`config.mk`:
```
export PLATFORM = sky130hd
export DESIGN_NAME = feathered_wipe_compositor_core
export DESIGN_NICKNAME = d
export VERILOG_FILES = /design/src/design/fwc_pkg.sv /design/src/design/fwc_lane.sv /design/src/design/fwc_merge.sv /design/src/design/feathered_wipe_compositor_core.sv
export SDC_FILE = /design/constraint.sdc
export NUM_CORES = 1
export LEC_CHECK = 0
export ABC_AREA = 1
export BUFFER_PORTS_ARGS = -buffer_cell sky130_fd_sc_hd__buf_4
export CAP_MARGIN = 40
export CORE_ASPECT_RATIO = 0.5
export CORE_UTILIZATION = 31
export CTS_CLUSTER_SIZE = 8
export DETAILED_ROUTE_END_ITERATION = 6
export PLACE_DENSITY = 0.53
export RECOVER_POWER = 25
export SYNTH_ARGS = -nofsm -noshare
export SYNTH_HDL_FRONTEND = slang
export SYNTH_HIERARCHICAL = 1
export SYNTH_SLANG_ARGS = --single-unit
```
`constraint.sdc`:
```
create_clock -name clk -period 3.3 [get_ports clk]
set_input_delay 0.33 -clock clk [delete_from_list [all_inputs] [get_ports clk]]
set_output_delay 0.33 -clock clk [all_outputs]
set_load 0.02 [all_outputs]
```
`src/design/fwc_pkg.sv`:
```
// fwc_pkg: shared types and constants for the feathered wipe compositor
// no dependencies; imported by every module of the block

package fwc_pkg;

  localparam int POS_W = 12;
  localparam int PIX_PER_BYTE = 8;
  localparam int EDGE_W = 10;
  localparam int FEATHER_W = 7;
  localparam int CFG_DATA_W = 10;
  localparam int CFG_IDX_W = 2;

  typedef logic signed [POS_W-1:0] pos_t;

  typedef enum logic [1:0] {
    DIR_R2L = 2'd0,
    DIR_L2R = 2'd1,
    DIR_B2T = 2'd2,
    DIR_T2B = 2'd3
  } dir_t;

  localparam logic [CFG_IDX_W-1:0] CFG_EDGE    = 2'd0;
  localparam logic [CFG_IDX_W-1:0] CFG_FEATHER = 2'd1;
  localparam logic [CFG_IDX_W-1:0] CFG_DIR     = 2'd2;

  typedef struct packed {
    logic force_new;
    logic force_old;
  } fwc_mode_t;

endpackage

```
`src/design/fwc_lane.sv`:
```
// fwc_lane: per-pixel sweep position and old/new/dither selection
// depends on fwc_pkg

module fwc_lane import fwc_pkg::*; #(
  parameter int LANE_IDX    = 0,
  parameter int WIDTH_BYTES = 100,
  parameter int HEIGHT      = 480
) (
  input  logic [8:0]        row_index,
  input  logic [6:0]        byte_column,
  input  dir_t              dir,
  input  logic [EDGE_W-1:0] edge_pos,
  input  pos_t              band_start,
  input  logic              old_bit,
  input  logic              new_bit,
  output logic              pix
);

  localparam logic [2:0] LANE_BITS = 3'(LANE_IDX);
  localparam pos_t W_LAST = POS_W'(WIDTH_BYTES * PIX_PER_BYTE - 1);
  localparam pos_t H_LAST = POS_W'(HEIGHT - 1);

  pos_t x_pos;
  pos_t row_pos;
  pos_t pos;
  pos_t edge_s;

  assign x_pos   = $signed({2'b00, byte_column, LANE_BITS});
  assign row_pos = $signed({3'b000, row_index});
  assign edge_s  = $signed({2'b00, edge_pos});

  always_comb begin
    unique case (dir)
      DIR_R2L: pos = x_pos;
      DIR_L2R: pos = W_LAST - x_pos;
      DIR_B2T: pos = row_pos;
      DIR_T2B: pos = H_LAST - row_pos;
      default: pos = x_pos;
    endcase
  end

  always_comb begin
    priority if (pos < band_start) begin
      pix = old_bit;
    end else if (pos >= edge_s) begin
      pix = new_bit;
    end else begin
      // parity of offset from band start
      pix = (pos[0] ^ band_start[0]) ? old_bit : new_bit;
    end
  end

endmodule

```
`src/design/fwc_merge.sv`:
```
// fwc_merge: picks the lane pixels or the whole old or new byte as the result byte and registers it
// depends on fwc_pkg

module fwc_merge import fwc_pkg::*; (
  input  logic                    clk,
  input  logic                    rst_n,
  input  logic                    in_valid,
  input  fwc_mode_t               mode,
  input  logic [PIX_PER_BYTE-1:0] old_byte,
  input  logic [PIX_PER_BYTE-1:0] new_byte,
  input  logic [PIX_PER_BYTE-1:0] lane_bits,
  output logic                    out_valid,
  output logic [PIX_PER_BYTE-1:0] out_byte
);

  logic                    out_valid_r;
  logic [PIX_PER_BYTE-1:0] out_byte_r;
  logic [PIX_PER_BYTE-1:0] out_byte_nxt;

  always_comb begin
    priority if (mode.force_new) begin
      out_byte_nxt = new_byte;
    end else if (mode.force_old) begin
      out_byte_nxt = old_byte;
    end else begin
      out_byte_nxt = lane_bits;
    end
  end

  always_ff @(posedge clk) begin
    if (!rst_n) begin
      out_valid_r <= 1'b0;
    end else begin
      out_valid_r <= in_valid;
    end
  end

  always_ff @(posedge clk) begin
    out_byte_r <= out_byte_nxt;
  end

  assign out_valid = out_valid_r;
  assign out_byte  = out_byte_r;

endmodule

```
`src/design/feathered_wipe_compositor_core.sv`:
```
// feathered_wipe_compositor_core: top level of the wipe compositor
// depends on fwc_pkg, fwc_lane, fwc_merge
//
// usage
//   input channel: drive start with in_row_index, in_byte_column, in_old_byte and
//   in_new_byte; a transaction is taken at each clock edge with start high and
//   busy low. busy is low whenever the block is out of reset, so one byte can
//   enter every cycle.
//   result channel: out_valid is high for one cycle with out_byte, once the transaction
//   has passed the input register and the output register. throughput is one byte per clock, set by the
//   input register and the output register around eight pixel lanes that
//   work on the byte at once. the receiver cannot stall; results are never held.
//   config channel: cfg_valid/cfg_ready with cfg_index (0 edge, 1 feather,
//   2 direction) and cfg_data; write only while no transaction is in flight.
//   cfg_ready is high whenever out of reset.
//   reset: synchronous, active low; clears the config registers and the pipeline
//   valid bits. all config registers come up at 0, so every byte shows new.

module feathered_wipe_compositor_core import fwc_pkg::*; #(
  parameter int WIDTH_BYTES = 100,
  parameter int HEIGHT      = 480
) (
  input  logic                  clk,
  input  logic                  rst_n,
  input  logic                  start,
  output logic                  busy,
  input  logic [8:0]            in_row_index,
  input  logic [6:0]            in_byte_column,
  input  logic [7:0]            in_old_byte,
  input  logic [7:0]            in_new_byte,
  output logic                  out_valid,
  output logic [7:0]            out_byte,
  input  logic                  cfg_valid,
  output logic                  cfg_ready,
  input  logic [CFG_IDX_W-1:0]  cfg_index,
  input  logic [CFG_DATA_W-1:0] cfg_data
);

  localparam logic [EDGE_W:0] SPAN_H = (EDGE_W+1)'(WIDTH_BYTES * PIX_PER_BYTE);
  localparam logic [EDGE_W:0] SPAN_V = (EDGE_W+1)'(HEIGHT);

  logic [EDGE_W-1:0]    edge_r;
  logic [FEATHER_W-1:0] feather_r;
  dir_t                 dir_r;

  logic                    s1_valid_r;
  fwc_mode_t               s1_mode_r;
  fwc_mode_t               s1_mode_nxt;
  logic [8:0]              s1_row_r;
  logic [6:0]              s1_bcol_r;
  logic [PIX_PER_BYTE-1:0] s1_old_r;
  logic [PIX_PER_BYTE-1:0] s1_new_r;

  logic                    accept;
  logic                    horiz;
  logic [EDGE_W:0]         span;
  pos_t                    band_start;
  logic [PIX_PER_BYTE-1:0] lane_bits;

  assign busy      = ~rst_n;
  assign cfg_ready = rst_n;
  assign accept    = start & ~busy;

  // config registers
  always_ff @(posedge clk) begin
    if (!rst_n) begin
      edge_r    <= '0;
      feather_r <= '0;
      dir_r     <= DIR_R2L;
    end else if (cfg_valid && cfg_ready) begin
      unique case (cfg_index)
        CFG_EDGE:    edge_r    <= cfg_data[EDGE_W-1:0];
        CFG_FEATHER: feather_r <= cfg_data[FEATHER_W-1:0];
        CFG_DIR:     dir_r     <= dir_t'(cfg_data[1:0]);
        default: ;
      endcase
    end
  end

  assign horiz = (dir_r == DIR_R2L) || (dir_r == DIR_L2R);
  assign span  = horiz ? SPAN_H : SPAN_V;

  always_comb begin
    s1_mode_nxt.force_new = (edge_r == '0);
    s1_mode_nxt.force_old = ({1'b0, edge_r} >= span);
  end

  assign band_start = $signed({2'b00, edge_r}) - $signed({5'b00000, feather_r});

  // input register
  always_ff @(posedge clk) begin
    if (!rst_n) begin
      s1_valid_r <= 1'b0;
    end else begin
      s1_valid_r <= accept;
    end
  end

  always_ff @(posedge clk) begin
    if (accept) begin
      s1_mode_r <= s1_mode_nxt;
      s1_row_r  <= in_row_index;
      s1_bcol_r <= in_byte_column;
      s1_old_r  <= in_old_byte;
      s1_new_r  <= in_new_byte;
    end
  end

  // one lane per pixel, lane 0 is the leftmost pixel (bit 7)
  for (genvar b = 0; b < PIX_PER_BYTE; b++) begin : g_lane
    fwc_lane #(
      .LANE_IDX    (b),
      .WIDTH_BYTES (WIDTH_BYTES),
      .HEIGHT      (HEIGHT)
    ) u_lane (
      .row_index   (s1_row_r),
      .byte_column (s1_bcol_r),
      .dir         (dir_r),
      .edge_pos    (edge_r),
      .band_start  (band_start),
      .old_bit     (s1_old_r[PIX_PER_BYTE-1-b]),
      .new_bit     (s1_new_r[PIX_PER_BYTE-1-b]),
      .pix         (lane_bits[PIX_PER_BYTE-1-b])
    );
  end

  fwc_merge u_merge (
    .clk       (clk),
    .rst_n     (rst_n),
    .in_valid  (s1_valid_r),
    .mode      (s1_mode_r),
    .old_byte  (s1_old_r),
    .new_byte  (s1_new_r),
    .lane_bits (lane_bits),
    .out_valid (out_valid),
    .out_byte  (out_byte)
  );

  a_latency: assert property (@(posedge clk) disable iff (!rst_n)
    out_valid == $past(accept, 2))
    else $error("result strobe does not follow transaction by two cycles");

  a_force_new: assert property (@(posedge clk) disable iff (!rst_n)
    s1_valid_r && s1_mode_r.force_new |=> out_byte == $past(s1_new_r))
    else $error("zero edge did not pass the new byte");

  a_mode_excl: assert property (@(posedge clk) disable iff (!rst_n)
    s1_valid_r |-> !(s1_mode_r.force_new && s1_mode_r.force_old))
    else $error("both full-frame modes set");

endmodule
```
==> impl_metrics.toml <==
[outcome]
status = "finished, final reports clean"

[yosys]
ys_ff_latch = 63
ys_warn_count = 6
synthesis.area_um2 = 10600
ys_types = 49
synth_edf_count = 34
avgSynthCellArea_um2 = 6.60
syn_inst = 1608
syn_nets = 1859
ys.flop_type = "edfxtp_1"
ys_seq_area_share_pct = 15.1
async_flop_share_pct = 0

[detailed_routing]
routed_wl_mm = 33.9
drt_pre_antenna_iters = 5
detail-route-antenna-nets = 0
vias_per_cell = 4.74
drt_iter0_markers = 833
via_count = 10217
drc = 0
wl_per_cell_um = 15.7

[floorplan]
die_y_um = 133
start_util_pct = 31.8
design.die.area_um2 = 35000
coreArea_um2 = 33300
ios = 59
die_w_um = 264
rows = 47

[critical_path]
crit_path_start_kind = "flip-flop"
critPathSlowestCell = "fa_2"
crit_required_ns = 3.56
worstPathMaxFanout = 8
arrival_ns = 3.30
critPathKind = "flip-flop to flip-flop"
slowest_delay_ns = 0.36
cp-end-kind = "flip-flop"
path_cells = "inv_2 -> ha_1 -> inv_1 -> fa_2 -> nand2_2 -> nand2_2 -> nand4_1 -> nand2_2 -> nor2_4 -> buf_8 -> inv_1 -> ha_1 -> nand4_1 -> nor2_1 -> nand4_1 -> nand4_1 -> nand2_1 -> nand2_1 -> nand2_1 -> inv_1 -> nand2_1 -> nand3_2 -> nand2_1"
path_common_cell = "nand2_1"

[flow_run]
cap_violations = 0

[sta]
whs_ns = 0.140
hold_violations = 0
tns_ns = 0
relSlewSlack_pct = 42.6
worstMarginPinSlew_ns = 0.861
setup_viol = 0
fin_crit_ns = 3.04
skew_ns = 0.00901
post-route-period-util_pct = 92.2
fmax_mhz = 329
maxSlewViolCount = 0
rsz0062_at_grt = "true"

[pwr]
vdd_drop_max_uv = 249
leakage_nw = 6.38
total_power_mw = 4.23
powerDensity_nw_per_um2 = 344

[layout]
layout.cells.non_filler = 2155
stdcell_area_um2 = 12300
drive_above_1_share_pct = 14.4
nets = 1960
area_growth_syn_to_layout_pct = 16.1
diodes = 0

[global_route]
grt-ovfl-total = 0
grt_pass1_vias = 9380
antenna_found_initial = 0
grt_util_met1_pct = 28.8
globalRouteTotalUtil_pct = 20.0
grt_pass1_wl_mm = 53.4
use_met2_pct = 30.8
grt_use_met3_pct = 3.37
grt_start_max_net_pins = 33
grt.busiest_layer = "met2"

[clocking]
clockRootBuffer = "clkbuf_16"
cts_buffers = 9
cts_buffer_depth = 2
cts.sinks = 63
insertion_delay_ns = 0.37
clk_pin_slew_ns = 0.05
cts_tree = "yes"
h-tree-depth = 3
cts_hold_buf = 0

[placed_design]
io_buffer_count = 58
place_area_um2 = 11900
dp_hpwl_mm = 25.2
dp.cells = 2139
gp_congestion = 0.906

[worst_hold_path]
min_path_type = "primary input to flip-flop"
path summary, 6_finish.rpt:
| path | cells past startpoint | endpoint | slack [ns] | startpoint |
|---|---|---|---|---|
| setup / recovery | 23 | u_merge/out_byte[6] | 0.26 | edge_r[0] |
| hold / removal | 1 | s1_old_r[4] | 0.14 | in_old_byte[4] |
| setup reg to reg | 23 | u_merge/out_byte[6] | 0.26 | edge_r[0] |
| hold reg to reg | 2 | u_merge/out_valid | 0.41 | s1_valid_r |
cell type report:
| cell class | count | area [um^2] |
|---|---|---|
| multi-input combinational | 1151 | 7450 |
| clock buffer | 9 | 225 |
| timing repair buffer | 113 | 996 |
| sequential | 63 | 1610 |
| tap | 441 | 552 |
| inverter | 371 | 1430 |
| clock inverter | 7 | 55.1 |
| fill | 3563 | 21000 |
critical path, delay by kind of cell (launching register included):
kind                     cells  cell delay, ns
AND/OR/NAND/NOR             15            1.45
buffers and inverters        5            0.38
flip-flops                   1            0.31
adder cells (fa/ha/maj)      3            0.78
per-layer routing:
layer / vias to the layer above / share of wire [%]
met4: 0 / 1.5
met5: - / 0
li1: 5373 / -
met2: 218 / 42
met3: 27 / 5.6
met1: 4599 / 51
through the flow:
| step | util, % | worst slack [ns] |
|---|---|---|
| 4_1_cts | 36.5 | 0.122 |
| 2_1_floorplan | - | 0.0845 |
| 5_1_grt | 36.9 | -0.0440 |
| 6_report | 36.9 | 0.258 |
| 3_3_place_gp | 35.7 | 0.254 |
| 3_5_place_dp | 35.7 | 0.146 |
what timing repair did:
action	4_1_cts	5_1_grt
endpoints found under the setup margin	0	8
setup buffers	0	0
gates resized for setup	0	29
power by group:
group          internal, mW  switching [mW]  total, mW
Sequential            0.887          0.0718      0.959
Clock                 0.517           0.421      0.937
Combinational         0.933            1.41       2.34
Total                  2.34            1.90       4.23
layout by cell type (no fill, tap or decap), drive strengths merged, types with 11 or more instances in the layout:
cell,netlist,layout
nand2,400,400
nand3,68,68
nor2,104,104
inv,370,373
clkbuf,3,35
o21ai,103,103
buf,20,87
ha,202,202
xor2,27,27
dfxtp,29,29
and3,11,11
edfxtp,34,34
nor3,19,19
o211ai,12,12
nand4,28,28
a21oi,113,113
xnor2,11,11
cells by family (layout without fill, tap and decap cells):
kind of cell / Yosys count / count (layout) / share of synthesized area, %
and+or+nand+nor: 648 / 648 / 27.8
buffers and inverters: 394 / 500 / 15.6
AOI/OAI and AO/OA: 252 / 252 / 13.3
adders and majority gates: 203 / 203 / 24.0
DFF: 63 / 63 / 15.1
xor gates and xnor gates: 38 / 38 / 3.14
muxes: 10 / 10 / 1.06
Yosys cell counts, types with 2 or more instances:
cell	instances	share of area, %
nand2_1	387	14
inv_1	350	12
ha_1	202	24
a21oi_1	106	5.0
o21ai_0	94	4.4
nor2_1	87	3.1
nand3_1	68	3.2
edfxtp_1	34	9.6
dfxtp_1	29	5.5
xor2_1	27	2.2
nand4_1	26	1.5
buf_6	17	1.8
nor3_1	15	0.71
inv_2	14	0.50
o211ai_1	12	0.85
and3_4	11	1.2
nor2_2	11	0.65
xnor2_1	11	0.91
mux2_2	10	1.1
o21ai_1	9	0.42
nand3b_1	8	0.57
o21a_1	8	0.57
a31oi_1	7	0.41
nand2_2	7	0.41
or2_2	7	0.41
nand2_4	6	0.64
nor2_4	5	0.53
a21oi_2	4	0.33
a211oi_1	3	0.21
a21oi_4	3	0.46
inv_6	3	0.25
nor3_2	3	0.28
a221oi_2	2	0.28
buf_4	2	0.14
clkbuf_1	2	0.071
inv_8	2	0.21
nand4_2	2	0.24
nor4_1	2	0.12
o21bai_1	2	0.14
sequential cells by signal, summed over array words and instances, names as in the netlist:
name,count
s1_mode_r,2
u_merge/out_byte,8
s1_bcol_r,7
feather_r,7
dir_r,2
s1_old_r,8
u_merge/out_valid,1
s1_row_r,9
edge_r,10
s1_valid_r,1
s1_new_r,8
Power figures use the tool's default switching activity.
